--- src/design/hpe_pkg.sv ---
// Shared types, constants and helper functions for the header property extractor.
package hpe_pkg;

   localparam int NAME_MAX    = 8;
   localparam int WIN_W       = NAME_MAX * 8;
   localparam int FILL_W      = $clog2(NAME_MAX + 1);
   localparam int IDX_W       = (NAME_MAX > 1) ? $clog2(NAME_MAX) : 1;
   localparam int LEN_W       = 4;
   localparam int CSR_INDEX_W = 2;
   localparam int CSR_DATA_W  = 64;

   localparam logic [CSR_INDEX_W-1:0] CSR_PROPERTY_NAME = CSR_INDEX_W'(0);
   localparam logic [CSR_INDEX_W-1:0] CSR_NAME_LENGTH   = CSR_INDEX_W'(1);

   localparam logic [7:0] CHAR_COLON = 8'h3A;
   localparam logic [7:0] CHAR_SPACE = 8'h20;
   localparam logic [7:0] CHAR_CR    = 8'h0D;
   localparam logic [7:0] CHAR_LF    = 8'h0A;

   typedef enum logic [2:0] {
      PH_SEARCH     = 3'd0,
      PH_PRE_COLON  = 3'd1,
      PH_POST_COLON = 3'd2,
      PH_VALUE      = 3'd3,
      PH_DONE       = 3'd4
   } phase_type;

   typedef enum logic [1:0] {
      KIND_BYTE      = 2'd0,
      KIND_FOUND     = 2'd1,
      KIND_NOT_FOUND = 2'd2
   } kind_type;

   typedef struct packed {
      logic [7:0] header_byte;
      logic       header_end;
   } item_type;

   typedef struct packed {
      kind_type   result_kind;
      logic [7:0] value_byte;
      logic       final_mark;
   } result_type;

   typedef struct packed {
      logic [NAME_MAX-1:0][7:0] name;
      logic [FILL_W-1:0]        length;
   } cfg_type;

   // ASCII upper case letters fold to lower case; everything else passes.
   function automatic logic [7:0] fold_case(logic [7:0] b);
      if (b >= 8'h41 && b <= 8'h5A) begin
         return b + 8'h20;
      end
      return b;
   endfunction

   // Out of range lengths are pulled into 1..NAME_MAX.
   function automatic logic [FILL_W-1:0] eff_length(logic [LEN_W-1:0] n);
      if (n == '0) begin
         return FILL_W'(1);
      end
      if (n > LEN_W'(NAME_MAX)) begin
         return FILL_W'(NAME_MAX);
      end
      return FILL_W'(n);
   endfunction

endpackage

--- src/design/hpe_if.sv ---
// Handshake channel interfaces for requests, results and register writes.
interface hpe_req_if;
   import hpe_pkg::*;
   logic       valid;
   logic       ready;
   logic [7:0] header_byte;
   logic       header_end;
   modport source (output valid, output header_byte, output header_end, input ready);
   modport sink   (input valid, input header_byte, input header_end, output ready);
endinterface

interface hpe_rsp_if;
   import hpe_pkg::*;
   logic       valid;
   logic       ready;
   logic [1:0] result_kind;
   logic [7:0] value_byte;
   logic       final_mark;
   modport source (output valid, output result_kind, output value_byte, output final_mark,
                   input ready);
   modport sink   (input valid, input result_kind, input value_byte, input final_mark,
                   output ready);
endinterface

interface hpe_csr_if;
   import hpe_pkg::*;
   logic                   valid;
   logic                   ready;
   logic [CSR_INDEX_W-1:0] reg_index;
   logic [CSR_DATA_W-1:0]  wdata;
   modport source (output valid, output reg_index, output wdata, input ready);
   modport sink   (input valid, input reg_index, input wdata, output ready);
endinterface

--- src/design/hpe_match.sv ---
// Case-insensitive compare of the sliding byte window against the property name.
module hpe_match (
   input  logic [hpe_pkg::WIN_W-1:0]  window,
   input  logic [hpe_pkg::FILL_W-1:0] fill,
   input  hpe_pkg::cfg_type           cfg,
   output logic                       match
);
   import hpe_pkg::*;

   logic [NAME_MAX-1:0][7:0] win_bytes;

   assign win_bytes = window;

   // Name character i lines up with window byte length-1-i; newest byte is byte 0.
   always_comb begin
      logic              all_eq;
      logic [FILL_W-1:0] pos;
      all_eq = 1'b1;
      pos    = '0;
      for (int i = 0; i < NAME_MAX; i++) begin
         pos = cfg.length - FILL_W'(1) - FILL_W'(i);
         if (FILL_W'(i) < cfg.length) begin
            if (fold_case(cfg.name[i]) != fold_case(win_bytes[pos[IDX_W-1:0]])) begin
               all_eq = 1'b0;
            end
         end
      end
      match = all_eq && (fill >= cfg.length);
   end

endmodule

--- src/design/hpe_core.sv ---
// Search state, phase sequencing and result generation for one header byte per beat.
module hpe_core (
   input  logic                clock,
   input  logic                reset,
   input  logic                item_valid,
   input  logic                advance,
   input  hpe_pkg::item_type   item,
   input  hpe_pkg::cfg_type    cfg,
   output logic                res_valid,
   output hpe_pkg::result_type res
);
   import hpe_pkg::*;

   phase_type         phase_ff, phase_in;
   logic [WIN_W-1:0]  window_ff, window_in;
   logic [FILL_W-1:0] fill_ff, fill_in;
   logic              seen_ff, seen_in;

   logic [WIN_W-1:0]  shifted;
   logic [FILL_W-1:0] fill_up;
   logic              match;
   logic              is_term;
   logic              last;
   logic [7:0]        hb;

   assign hb      = item.header_byte;
   assign last    = item.header_end;
   assign is_term = (hb == CHAR_CR) || (hb == CHAR_LF);
   assign shifted = (window_ff << 8) | WIN_W'(hb);
   assign fill_up = (fill_ff < FILL_W'(NAME_MAX)) ? fill_ff + FILL_W'(1) : fill_ff;

   hpe_match u_match (
      .window (shifted),
      .fill   (fill_up),
      .cfg    (cfg),
      .match  (match)
   );

   always_comb begin
      phase_in  = phase_ff;
      window_in = window_ff;
      fill_in   = fill_ff;
      seen_in   = seen_ff;
      if (advance) begin
         unique case (phase_ff)
            PH_SEARCH: begin
               window_in = shifted;
               fill_in   = fill_up;
               if (!last && match) begin
                  phase_in = PH_PRE_COLON;
               end
            end
            PH_PRE_COLON: begin
               if (!last && hb == CHAR_COLON) begin
                  phase_in = PH_POST_COLON;
               end else if (!last && hb != CHAR_SPACE) begin
                  phase_in = PH_DONE;
               end
            end
            PH_POST_COLON: begin
               if (!last && is_term) begin
                  phase_in = PH_DONE;
               end else if (!last && hb != CHAR_SPACE) begin
                  phase_in = PH_VALUE;
                  seen_in  = 1'b1;
               end
            end
            PH_VALUE: begin
               if (!last && is_term) begin
                  phase_in = PH_DONE;
               end else if (!last) begin
                  seen_in = 1'b1;
               end
            end
            default: begin
            end
         endcase
         // The header's last byte always rearms the search.
         if (last) begin
            phase_in  = PH_SEARCH;
            window_in = '0;
            fill_in   = '0;
            seen_in   = 1'b0;
         end
      end
   end

   always_comb begin
      logic emit;
      emit            = 1'b0;
      res.result_kind = KIND_NOT_FOUND;
      res.value_byte  = 8'h00;
      res.final_mark  = 1'b1;
      unique case (phase_ff)
         PH_SEARCH: begin
            emit = last;
         end
         PH_PRE_COLON: begin
            emit = last || (hb != CHAR_SPACE && hb != CHAR_COLON);
         end
         PH_POST_COLON: begin
            if (last || is_term) begin
               emit = 1'b1;
            end else if (hb != CHAR_SPACE) begin
               emit            = 1'b1;
               res.result_kind = KIND_BYTE;
               res.value_byte  = hb;
               res.final_mark  = 1'b0;
            end
         end
         PH_VALUE: begin
            emit = 1'b1;
            if (is_term && !last) begin
               res.result_kind = seen_ff ? KIND_FOUND : KIND_NOT_FOUND;
            end else if (!last) begin
               res.result_kind = KIND_BYTE;
               res.value_byte  = hb;
               res.final_mark  = 1'b0;
            end
         end
         default: begin
         end
      endcase
      res_valid = item_valid && emit;
   end

   always_ff @(posedge clock) begin
      if (reset) begin
         phase_ff  <= PH_SEARCH;
         window_ff <= '0;
         fill_ff   <= '0;
         seen_ff   <= 1'b0;
      end else begin
         phase_ff  <= phase_in;
         window_ff <= window_in;
         fill_ff   <= fill_in;
         seen_ff   <= seen_in;
      end
   end

   a_last_rearms: assert property (@(posedge clock) disable iff (reset)
      (advance && item.header_end) |=> (phase_ff == PH_SEARCH && fill_ff == '0 && !seen_ff))
      else $error("header end did not rearm the search");

   a_value_seen: assert property (@(posedge clock) disable iff (reset)
      (phase_ff == PH_VALUE) |-> seen_ff)
      else $error("value phase entered without a value byte");

   a_fill_bound: assert property (@(posedge clock) disable iff (reset)
      fill_ff <= FILL_W'(NAME_MAX))
      else $error("window fill count beyond the window size");

endmodule

--- src/design/header_property_extractor_top.sv ---
// Top level of the header property extractor: beat registers, config registers, core.
//
// Header text enters one byte per beat on req_if, with header_end set on a header's last
// byte. The block finds the first case-insensitive match of the property name, checks for
// a colon, and returns the value bytes (kind 0) followed by one closing beat marked
// final_mark: kind 1 when a non-empty value ended in CR or LF before the header ended,
// kind 2 otherwise. Bytes after the closing beat are dropped until the header's last byte.
// One byte is taken every cycle while rsp_if is not stalled; each byte is held in the input
// register and its result is then held in the result register. The window compare and
// phase update sit between those two registers. Register writes on csr_if are always ready and
// must be made while no header bytes are in flight.
module header_property_extractor_top (
   input  logic  clock,
   input  logic  reset,
   hpe_req_if.sink   req_if,
   hpe_rsp_if.source rsp_if,
   hpe_csr_if.sink   csr_if
);
   import hpe_pkg::*;

   logic                     in_valid_ff, in_valid_in;
   item_type                 in_item_ff, in_item_in;
   logic                     out_valid_ff, out_valid_in;
   result_type               out_res_ff, out_res_in;
   logic [NAME_MAX-1:0][7:0] name_ff, name_in;
   logic [LEN_W-1:0]         length_ff, length_in;

   cfg_type    cfg;
   logic       advance;
   logic       res_valid;
   result_type res;
   logic       req_take;

   // An item leaves the input register whenever the result register is free or draining.
   assign advance       = in_valid_ff && (!out_valid_ff || rsp_if.ready);
   assign req_if.ready  = !in_valid_ff || advance;
   assign req_take      = req_if.valid && req_if.ready;
   assign csr_if.ready  = 1'b1;

   assign cfg.name   = name_ff;
   assign cfg.length = eff_length(length_ff);

   hpe_core u_core (
      .clock      (clock),
      .reset      (reset),
      .item_valid (in_valid_ff),
      .advance    (advance),
      .item       (in_item_ff),
      .cfg        (cfg),
      .res_valid  (res_valid),
      .res        (res)
   );

   always_comb begin
      in_valid_in = in_valid_ff;
      in_item_in  = in_item_ff;
      if (req_take) begin
         in_valid_in            = 1'b1;
         in_item_in.header_byte = req_if.header_byte;
         in_item_in.header_end  = req_if.header_end;
      end else if (advance) begin
         in_valid_in = 1'b0;
      end
   end

   always_comb begin
      out_valid_in = out_valid_ff;
      out_res_in   = out_res_ff;
      if (advance) begin
         out_valid_in = res_valid;
         out_res_in   = res;
      end else if (rsp_if.ready) begin
         out_valid_in = 1'b0;
      end
   end

   always_comb begin
      name_in   = name_ff;
      length_in = length_ff;
      if (csr_if.valid && csr_if.ready) begin
         if (csr_if.reg_index == CSR_PROPERTY_NAME) begin
            name_in = csr_if.wdata[WIN_W-1:0];
         end else if (csr_if.reg_index == CSR_NAME_LENGTH) begin
            length_in = csr_if.wdata[LEN_W-1:0];
         end
      end
   end

   always_ff @(posedge clock) begin
      if (reset) begin
         in_valid_ff  <= 1'b0;
         out_valid_ff <= 1'b0;
         name_ff      <= '0;
         length_ff    <= LEN_W'(1);
      end else begin
         in_valid_ff  <= in_valid_in;
         out_valid_ff <= out_valid_in;
         name_ff      <= name_in;
         length_ff    <= length_in;
      end
   end

   always_ff @(posedge clock) begin
      in_item_ff <= in_item_in;
      out_res_ff <= out_res_in;
   end

   assign rsp_if.valid       = out_valid_ff;
   assign rsp_if.result_kind = out_res_ff.result_kind;
   assign rsp_if.value_byte  = out_res_ff.value_byte;
   assign rsp_if.final_mark  = out_res_ff.final_mark;

   a_kind_final: assert property (@(posedge clock) disable iff (reset)
      out_valid_ff |-> (out_res_ff.final_mark == (out_res_ff.result_kind != KIND_BYTE)))
      else $error("final mark disagrees with result kind");

   a_byte_zero: assert property (@(posedge clock) disable iff (reset)
      (out_valid_ff && out_res_ff.result_kind != KIND_BYTE) |-> out_res_ff.value_byte == 8'h00)
      else $error("closing beat carries a nonzero value byte");

   a_stall_full: assert property (@(posedge clock) disable iff (reset)
      !req_if.ready |-> (in_valid_ff && out_valid_ff && !rsp_if.ready))
      else $error("request side stalled with room in the pipeline");

endmodule

--- src/flat_wrapper.sv ---
// flat-port wrapper written by rule: the top's interface ports become plain ports
module header_property_extractor_top_flat import hpe_pkg::*;
  (clock, reset, req_if_valid, req_if_header_byte, req_if_header_end, req_if_ready, rsp_if_valid, rsp_if_result_kind, rsp_if_value_byte, rsp_if_final_mark, rsp_if_ready, csr_if_valid, csr_if_reg_index, csr_if_wdata, csr_if_ready);
  hpe_req_if req_if_i ();
  hpe_rsp_if rsp_if_i ();
  hpe_csr_if csr_if_i ();
  input  logic clock;
  input  logic reset;
  input wire logic [$bits(req_if_i.valid)-1:0] req_if_valid;
  input wire logic [$bits(req_if_i.header_byte)-1:0] req_if_header_byte;
  input wire logic [$bits(req_if_i.header_end)-1:0] req_if_header_end;
  output wire logic [$bits(req_if_i.ready)-1:0] req_if_ready;
  output wire logic [$bits(rsp_if_i.valid)-1:0] rsp_if_valid;
  output wire logic [$bits(rsp_if_i.result_kind)-1:0] rsp_if_result_kind;
  output wire logic [$bits(rsp_if_i.value_byte)-1:0] rsp_if_value_byte;
  output wire logic [$bits(rsp_if_i.final_mark)-1:0] rsp_if_final_mark;
  input wire logic [$bits(rsp_if_i.ready)-1:0] rsp_if_ready;
  input wire logic [$bits(csr_if_i.valid)-1:0] csr_if_valid;
  input wire logic [$bits(csr_if_i.reg_index)-1:0] csr_if_reg_index;
  input wire logic [$bits(csr_if_i.wdata)-1:0] csr_if_wdata;
  output wire logic [$bits(csr_if_i.ready)-1:0] csr_if_ready;
  assign req_if_i.valid = req_if_valid;
  assign req_if_i.header_byte = req_if_header_byte;
  assign req_if_i.header_end = req_if_header_end;
  assign req_if_ready = req_if_i.ready;
  assign rsp_if_valid = rsp_if_i.valid;
  assign rsp_if_result_kind = rsp_if_i.result_kind;
  assign rsp_if_value_byte = rsp_if_i.value_byte;
  assign rsp_if_final_mark = rsp_if_i.final_mark;
  assign rsp_if_i.ready = rsp_if_ready;
  assign csr_if_i.valid = csr_if_valid;
  assign csr_if_i.reg_index = csr_if_reg_index;
  assign csr_if_i.wdata = csr_if_wdata;
  assign csr_if_ready = csr_if_i.ready;
  header_property_extractor_top u_core (.clock(clock), .reset(reset), .req_if(req_if_i), .rsp_if(rsp_if_i), .csr_if(csr_if_i));
endmodule
--- config.mk ---
export PLATFORM = sky130hd
export DESIGN_NAME = header_property_extractor_top_flat
export DESIGN_NICKNAME = d
export VERILOG_FILES = /design/src/design/hpe_pkg.sv /design/src/design/hpe_if.sv /design/src/design/hpe_match.sv /design/src/design/hpe_core.sv /design/src/design/header_property_extractor_top.sv /design/src/flat_wrapper.sv
export SDC_FILE = /design/constraint.sdc
export NUM_CORES = 1
export LEC_CHECK = 0
export BUFFER_PORTS_ARGS = -buffer_cell sky130_fd_sc_hd__buf_4
export CAP_MARGIN = 20
export CORE_AREA = 2 2 145 147
export DETAILED_ROUTE_END_ITERATION = 10
export DIE_AREA = 0 0 147 149
export MAX_ROUTING_LAYER = met4
export PLACE_DENSITY_LB_ADDON = 0.08
export SYNTH_ARGS = -nofsm -noshare
export SYNTH_HDL_FRONTEND = slang
export SYNTH_SLANG_ARGS = --single-unit
--- constraint.sdc ---
create_clock -name clock -period 5.5 [get_ports clock]
set_input_delay 0 -clock clock [delete_from_list [all_inputs] [get_ports clock]]
set_output_delay 0 -clock clock [all_outputs]
set_load 0.01 [all_outputs]
# Yosys cells after proc, flatten, opt, wreduce, memory -nomap -nowiden
# Index checks and enable logic that the tools add are counted.
# word_totals
regBits	154
inputBits	80
wordCells	319
# op_classes
n_addsub	25
magnitude_cmp	51
n_eq_ne	24
n_mux	151
bitwise_logic	2
n_reduce_logical	46
# op_table
op	count
two-way mux 8 bit	56
binary-select mux 8 bit (select 3 bit)	8
adder 8 x 6 -> 8 bit, second input constant	16
greater-or-equal comparator 8 x 7 -> 1 bit, second input constant	16
<= comparator 8 x 7 -> 1 bit, second input constant	16
two-way mux 56 bit	2
!= test 8 bit	8
OR 64 x 8 -> 64 bit	1
two-way mux 1 bit	61
two-way mux 11 bit	3
< comparator 3 x 4 -> 1 bit, second input constant	8
two-way mux 4 bit	7
logical AND 1 bit	25
one-hot mux 11 bit (2 select lines)	1
two-way mux 3 bit	7
equality test 8 x 4 -> 1 bit, second input constant	2
< comparator 3 x 4 -> 1 bit, first input constant	4
!= test 8 x 6 -> 1 bit, second input constant	2
!= test 3 x 2 -> 1 bit, second input constant	5
one-hot mux 3 bit (4 select lines)	1
subtractor 3 bit, second input constant	4
two-way mux 9 bit	1
equality test 8 x 6 -> 1 bit, second input constant	1
< comparator 1 x 4 -> 1 bit, first input constant	2
other kinds (27)	42

# Logic depth before layout (Yosys ltp)
# logic_depth
depth_word	36
depth_mapped	21
mapped_depth_nobuf	18

# By module
# A second synthesis with hierarchy kept.
# hier_totals
hier_cells	1170
hier_area_um2	11395.9
# modules_own_cells
module	n_inst	cells_each	area_per_inst_um2
hpe_match	1	559	5029.8
header_property_extractor_top	1	332	3834.9
hpe_core	1	279	2531.2

# Least setup slack after synthesis
# No wires, ideal clock.
# synth_path
path_type	flip-flop to flip-flop
start	register u_core.length_ff[1]
end	register u_core.u_core.phase_ff[2]
setup_time_ns	0.123
arrival_time_ns	4.283
setup_slack_ns	1.094
stages_incl_launch_ff	19
period_less_slack_ns	4.406
cell_sequence	dfxtp_1 o21bai_2 nand2_4 inv_2 buf_6 buf_2 ha_1 inv_1 clkbuf_1 buf_1 mux2i_1 xor2_1 nor4_1 nand2_1 a2111oi_2 o2111ai_1 nor4_2 a22oi_2 mux2_1
# synth_between
elab_chain_len	35
# synth_rtl
element	line_no	rtl
start: declaration	header_property_extractor_top.sv:26	logic [LEN_W-1:0] length_ff, length_in;
start signal: assignment	header_property_extractor_top.sv:99	length_ff <= length_in;
greater-than comparator 4 bit	hpe_pkg.sv:63	if (n > LEN_W'(NAME_MAX)) begin
two-way mux 1 bit (2 in series)	hpe_pkg.sv:63	
two-way mux 4 bit	hpe_pkg.sv:66	return FILL_W'(n);
two-way mux 4 bit (*)	hpe_pkg.sv:63	
parallel branches: the longest is 26 deep, another holds greater-or-equal comparator 8 x 7 -> 1 bit	-	
logical AND 1 bit (*)	hpe_match.sv:28	match = all_eq && (fill >= cfg.length);
logical AND 1 bit (*)	hpe_core.sv:49	if (!last && match) begin
!= test 3 x 2 -> 1 bit (no source line) (*)	-	
AND reduction 6 bit (no source line) (*)	-	
end signal: assignment	hpe_core.sv:134	phase_ff <= phase_in;
end: declaration	hpe_core.sv:14	phase_type phase_ff, phase_in;
# Mark *: on every way between the ends. The select of a mux whose other input is x is not followed.
# A chain may end at the register's enable or synchronous reset.

# Final worst setup path
# layout_path
start	register u_core.length_ff[3]
end	register u_core.u_core.phase_ff[2]
# The elaborated chain is that of the path after synthesis.

==> flow_results.org <==
** CTS
- After clock tree synthesis, the flow added hold-fix buffers numbering 76.
- Clock tree synthesis selected as its root buffer the cell clkbuf_16.
- Buffers from clock root to sink, at most :: 2
- Clock tree synthesis found a total of between 150 and 200 sinks.
- At the later pin of the worst-skew pair, clock insertion delay measures approximately 0.45 ns.
- TritonCTS built the clock tree.
- After clock tree synthesis, the clock-pin slew on the worst setup and hold paths is ~0.08 ns.
- Total setup buffers inserted after CTS :: 0
- Number of buffers inserted during clock tree synthesis :: 17
- H-tree depth :: 4
- Gates resized during post-CTS repair numbered 0.

** Die
- The floorplan step set the die height to 149 um.
- Total number of placement rows :: 53
- For this configuration, the core starts out at a cell density of 58.5%.
- Area of the core :: 0.0206 mm2
- Die Area :: between 0.02 and 0.025 mm2
- The floorplan step set the die width to approximately 150 um.
- between 90 and 100 I/O pins were placed.

** Placed design
- Counting tap cells, the placed design contains a total of between 1500 and 2000 instances.
- Timing analysis after detailed placement gives a worst setup slack of around 0.74 ns.
- HPWL reported at the end of detailed placement :: between 30000 and 40000 um
- During placement, the flow inserted port buffers numbering 92.
- At the end of routability-driven placement, the weighted congestion stood at 1.07.

** Finish
- Final standard cell utilization of the core :: about two thirds
- Non-filler instance count after layout :: around 1900
- Fillers :: 1713
- Layout cell share with drive strength beyond 1 :: 14.1%
- Post-synthesis to final-layout area growth :: 16.9%
- The number of antenna diodes in the final layout is 0.
- Count of nets after finishing :: around 1700

** STA
- Setup slack closes at about 0.60 ns.
- After layout, the worst path uses between 80% and 90% of the clock period.
- Max-slew violation total from the final report :: 0
- Based on the critical path, the design can be clocked at up to 204 MHz.
- The final count of hold timing violations was 0.
- Slew @ Worst Pin :: around 1.2 ns
- Total negative setup slack :: 0 ns
- On the final layout, the worst hold slack is ~0.08 ns.
- Setup violations remaining at the end of the flow were counted as 0.
- Setup repair after global routing left no endpoint under its margin.
- Worst Skew :: around 0.012 ns
- Period minus WS final :: about 4.9 ns
- Worst relative slew slack :: 22.4%

** Routing
- Across all layers, the routed design uses between 10000 and 15000 vias.
- Mean routed wirelength per cell :: between 20 and 25 um
- DRC :: 0
- The first detailed-routing pass ran for 6 iterations.
- The final layout contains routed wiring with a total length of 42400 um.
- Number of DRC markers in iteration 0 :: 1468
- The detail route stage leaves a number of antenna-violating nets equal to 0.
- In the routed layout, each cell is associated on average with a via count of approximately 6.7.

** Power and ir drop
- Registers are responsible for roughly two fifths of the overall power.
- The analysis attributes to cell leakage a power of about 5.4 nW.
- Psw :: ~0.0010 W
- Across the VDD grid, the largest voltage drop is 0.256 mV.
- The internal portion of the total power is a little over 0.002 W.
- In this run the power density over the cells is 218 mW/mm2.
- Per report_power, the clock group accounts for approximately two fifths of the total.
- Combinational logic burns between 20% and 30% of the power.
- Switching power share of the total :: between 30 and 40%

** Setup path
- Of all nets on the critical path, the largest fanout is 24.
- The worst setup path is of the flop to flop kind.
- STA classifies the critical path startpoint as a flop.
- Arrival time of data at the critical path endpoint :: 5.22 ns
- Critical path endpoint category :: flop
- At the worst endpoint, the required time is just under 6 ns.

** Global route
- The first global-routing pass estimated 65100 um of wire.
- Antenna violations before repair :: 0
- Maximum number of pins on one net before global-route repair :: 70
- Across every metal layer, demand over resource in global routing totals between 30 and 40%.
- Summed over all layers, the global routing overflow is 0.
- The via count of the first global-routing pass was ~11000.

** Synth
- Cell types occupying the most area after synthesis :: dfxtp_1 (22%), nand2_1 (5.6%), mux2i_1 (5.5%)
- Net count after synthesis :: roughly 1600
- Yosys cell types :: between 90 and 100
- Ranked by instance count, the synthesized netlist is headed by nand2_1 (180), dfxtp_1 (134), nor2_1 (127).
- The most used flip-flop cell after synthesis is dfxtp_1.
- Post-synthesis area per instance :: 8.07 um2
- Ys async rst share :: 0%
- Number of instances in the synthesized netlist :: roughly 1500
- Area share of the largest cell type after synthesis :: between 20% and 30%
- The cell area that synthesis handed to floorplanning was ~0.012 mm2.
- Register area share after synthesis :: a little over a quarter
- The biggest area contributor in the post-synthesis netlist is dfxtp_1.
- Count of yosys warnings during synthesis :: 0
- Number of synthesized flops with an enable pin :: 20
- nand2_1 is the most common cell in the netlist.
- Register bit total from synthesis :: 154

** Hold path
- The path class of the tightest hold or removal check is primary input to flop.

** Flow run
- Reported max-cap violation count :: 0

** Status
- The run finished with clean final reports.
## area by class of cell
class,count,area (um2),share of cell area (%)
Clock buffer,17,425,3.02
Sequential cell,154,3290,23.4
Clock inverter,15,184,1.31
Inverter,41,154,1.09
Timing Repair Buffer,198,1690,12.0
Multi-Input combinational cell,1169,7980,56.8
Tap cell,275,344,2.45
## path summary, 6_finish.rpt
path | cells past startpoint | to | slack, ns | from
worst min register to register | 2 | u_core.cfg[43] | 0.48 | u_core.cfg[43]
worst max register to register | 16 | u_core.u_core.phase_ff[2] | 0.60 | u_core.length_ff[3]
worst min-delay path | 2 | u_core.u_core.window_ff[6] | 0.08 | reset
worst max-delay path | 16 | u_core.u_core.phase_ff[2] | 0.60 | u_core.length_ff[3]
## worst max-delay path, cell delays in order, from the launching register on
cell and delay, ns:
dfxtp_2 0.65, inv_1 0.16, nand2_4 0.22, inv_2 0.06
ha_1 0.22, or2_2 0.30, o211ai_2 0.49, nor3_1 0.20
or3_1 0.38, a22oi_1 0.19, nand4_1 0.22, nand2b_1 0.23
a2111oi_0 0.48, o32ai_1 0.18, nor4_2 0.26, a22oi_2 0.17
mux2_1 0.35
## through the flow
step	area [um2]	power (W)
final	14100	0.00306
after global routing	14100	0.00316
after CTS	14100	0.00305
after detailed placement	12700	0.00180
after global placement	12700	0.00179
after floorplan	12000	0.00162
## power by group through the flow
stage               Sequential [W]  Clock [W]  Combinational (W)
floorplan                  0.00121          0           0.000410
global placement           0.00123          0           0.000558
detailed placement         0.00123          0           0.000565
CTS                        0.00121    0.00124           0.000611
global route               0.00121    0.00128           0.000675
finish                     0.00121    0.00123           0.000627
## cells in the final DEF, fill, tap and decap left out, types with 17 or more instances in the layout
| cell | synthesis | layout |
|---|---|---|
| nand2_1 | 180 | 180 |
| dfxtp_1 | 134 | 131 |
| nor2_1 | 127 | 127 |
| buf_4 | 9 | 121 |
| a21oi_1 | 102 | 102 |
| dlygate4sd3_1 | 0 | 76 |
| mux2i_1 | 66 | 66 |
| a22oi_1 | 63 | 63 |
| nor3_1 | 43 | 43 |
| inv_1 | 36 | 36 |
| xor2_1 | 35 | 35 |
| nand3_1 | 28 | 28 |
| o21ai_0 | 26 | 26 |
| xnor2_1 | 26 | 26 |
| o211ai_1 | 25 | 25 |
| nand2b_1 | 24 | 24 |
| ha_1 | 22 | 22 |
| and2_1 | 20 | 20 |
| edfxtp_1 | 20 | 20 |
| nor3b_1 | 19 | 18 |
| a2bb2oi_1 | 17 | 17 |
| or3_1 | 17 | 17 |
| a32oi_1 | 17 | 17 |
| clkbuf_16 | 0 | 17 |
## kinds of logic (layout without fill, tap and decap cells)
group | after synthesis | in the layout | share of synthesized area, %
AND/OR/NAND/NOR | 557 | 557 | 23.0
AO/OA/AOI/OAI | 424 | 424 | 25.7
buffers and inverters | 167 | 271 | 6.50
flip-flops | 154 | 154 | 27.3
multiplexers | 101 | 101 | 10.2
XOR/XNOR | 64 | 64 | 4.96
adder cells (fa/ha/maj) | 22 | 22 | 2.29
other | 1 | 1 | 0.0312
## flip-flops by register name, indices dropped and copies added (netlist names), 2 cells and up
register,flops
u_core.u_core.phase_ff,3
u_core.length_ff,4
u_core.cfg,64
u_core.u_core.window_ff,56
u_core.u_core.fill_ff,4
u_core.rsp_if.value_byte,8
u_core.in_item_ff,9
u_core.rsp_if.result_kind,2
## metal layers
metal	vias to the layer above	wire length, um	GRT usage [%]
met5	-	0	-
met4	0	2120	17.8
met3	149	3620	7.19
met2	628	19300	62.0
met1	5971	17400	50.0
li1	5743	-	-
No activity file was read; power rests on OpenSTA's default activity.
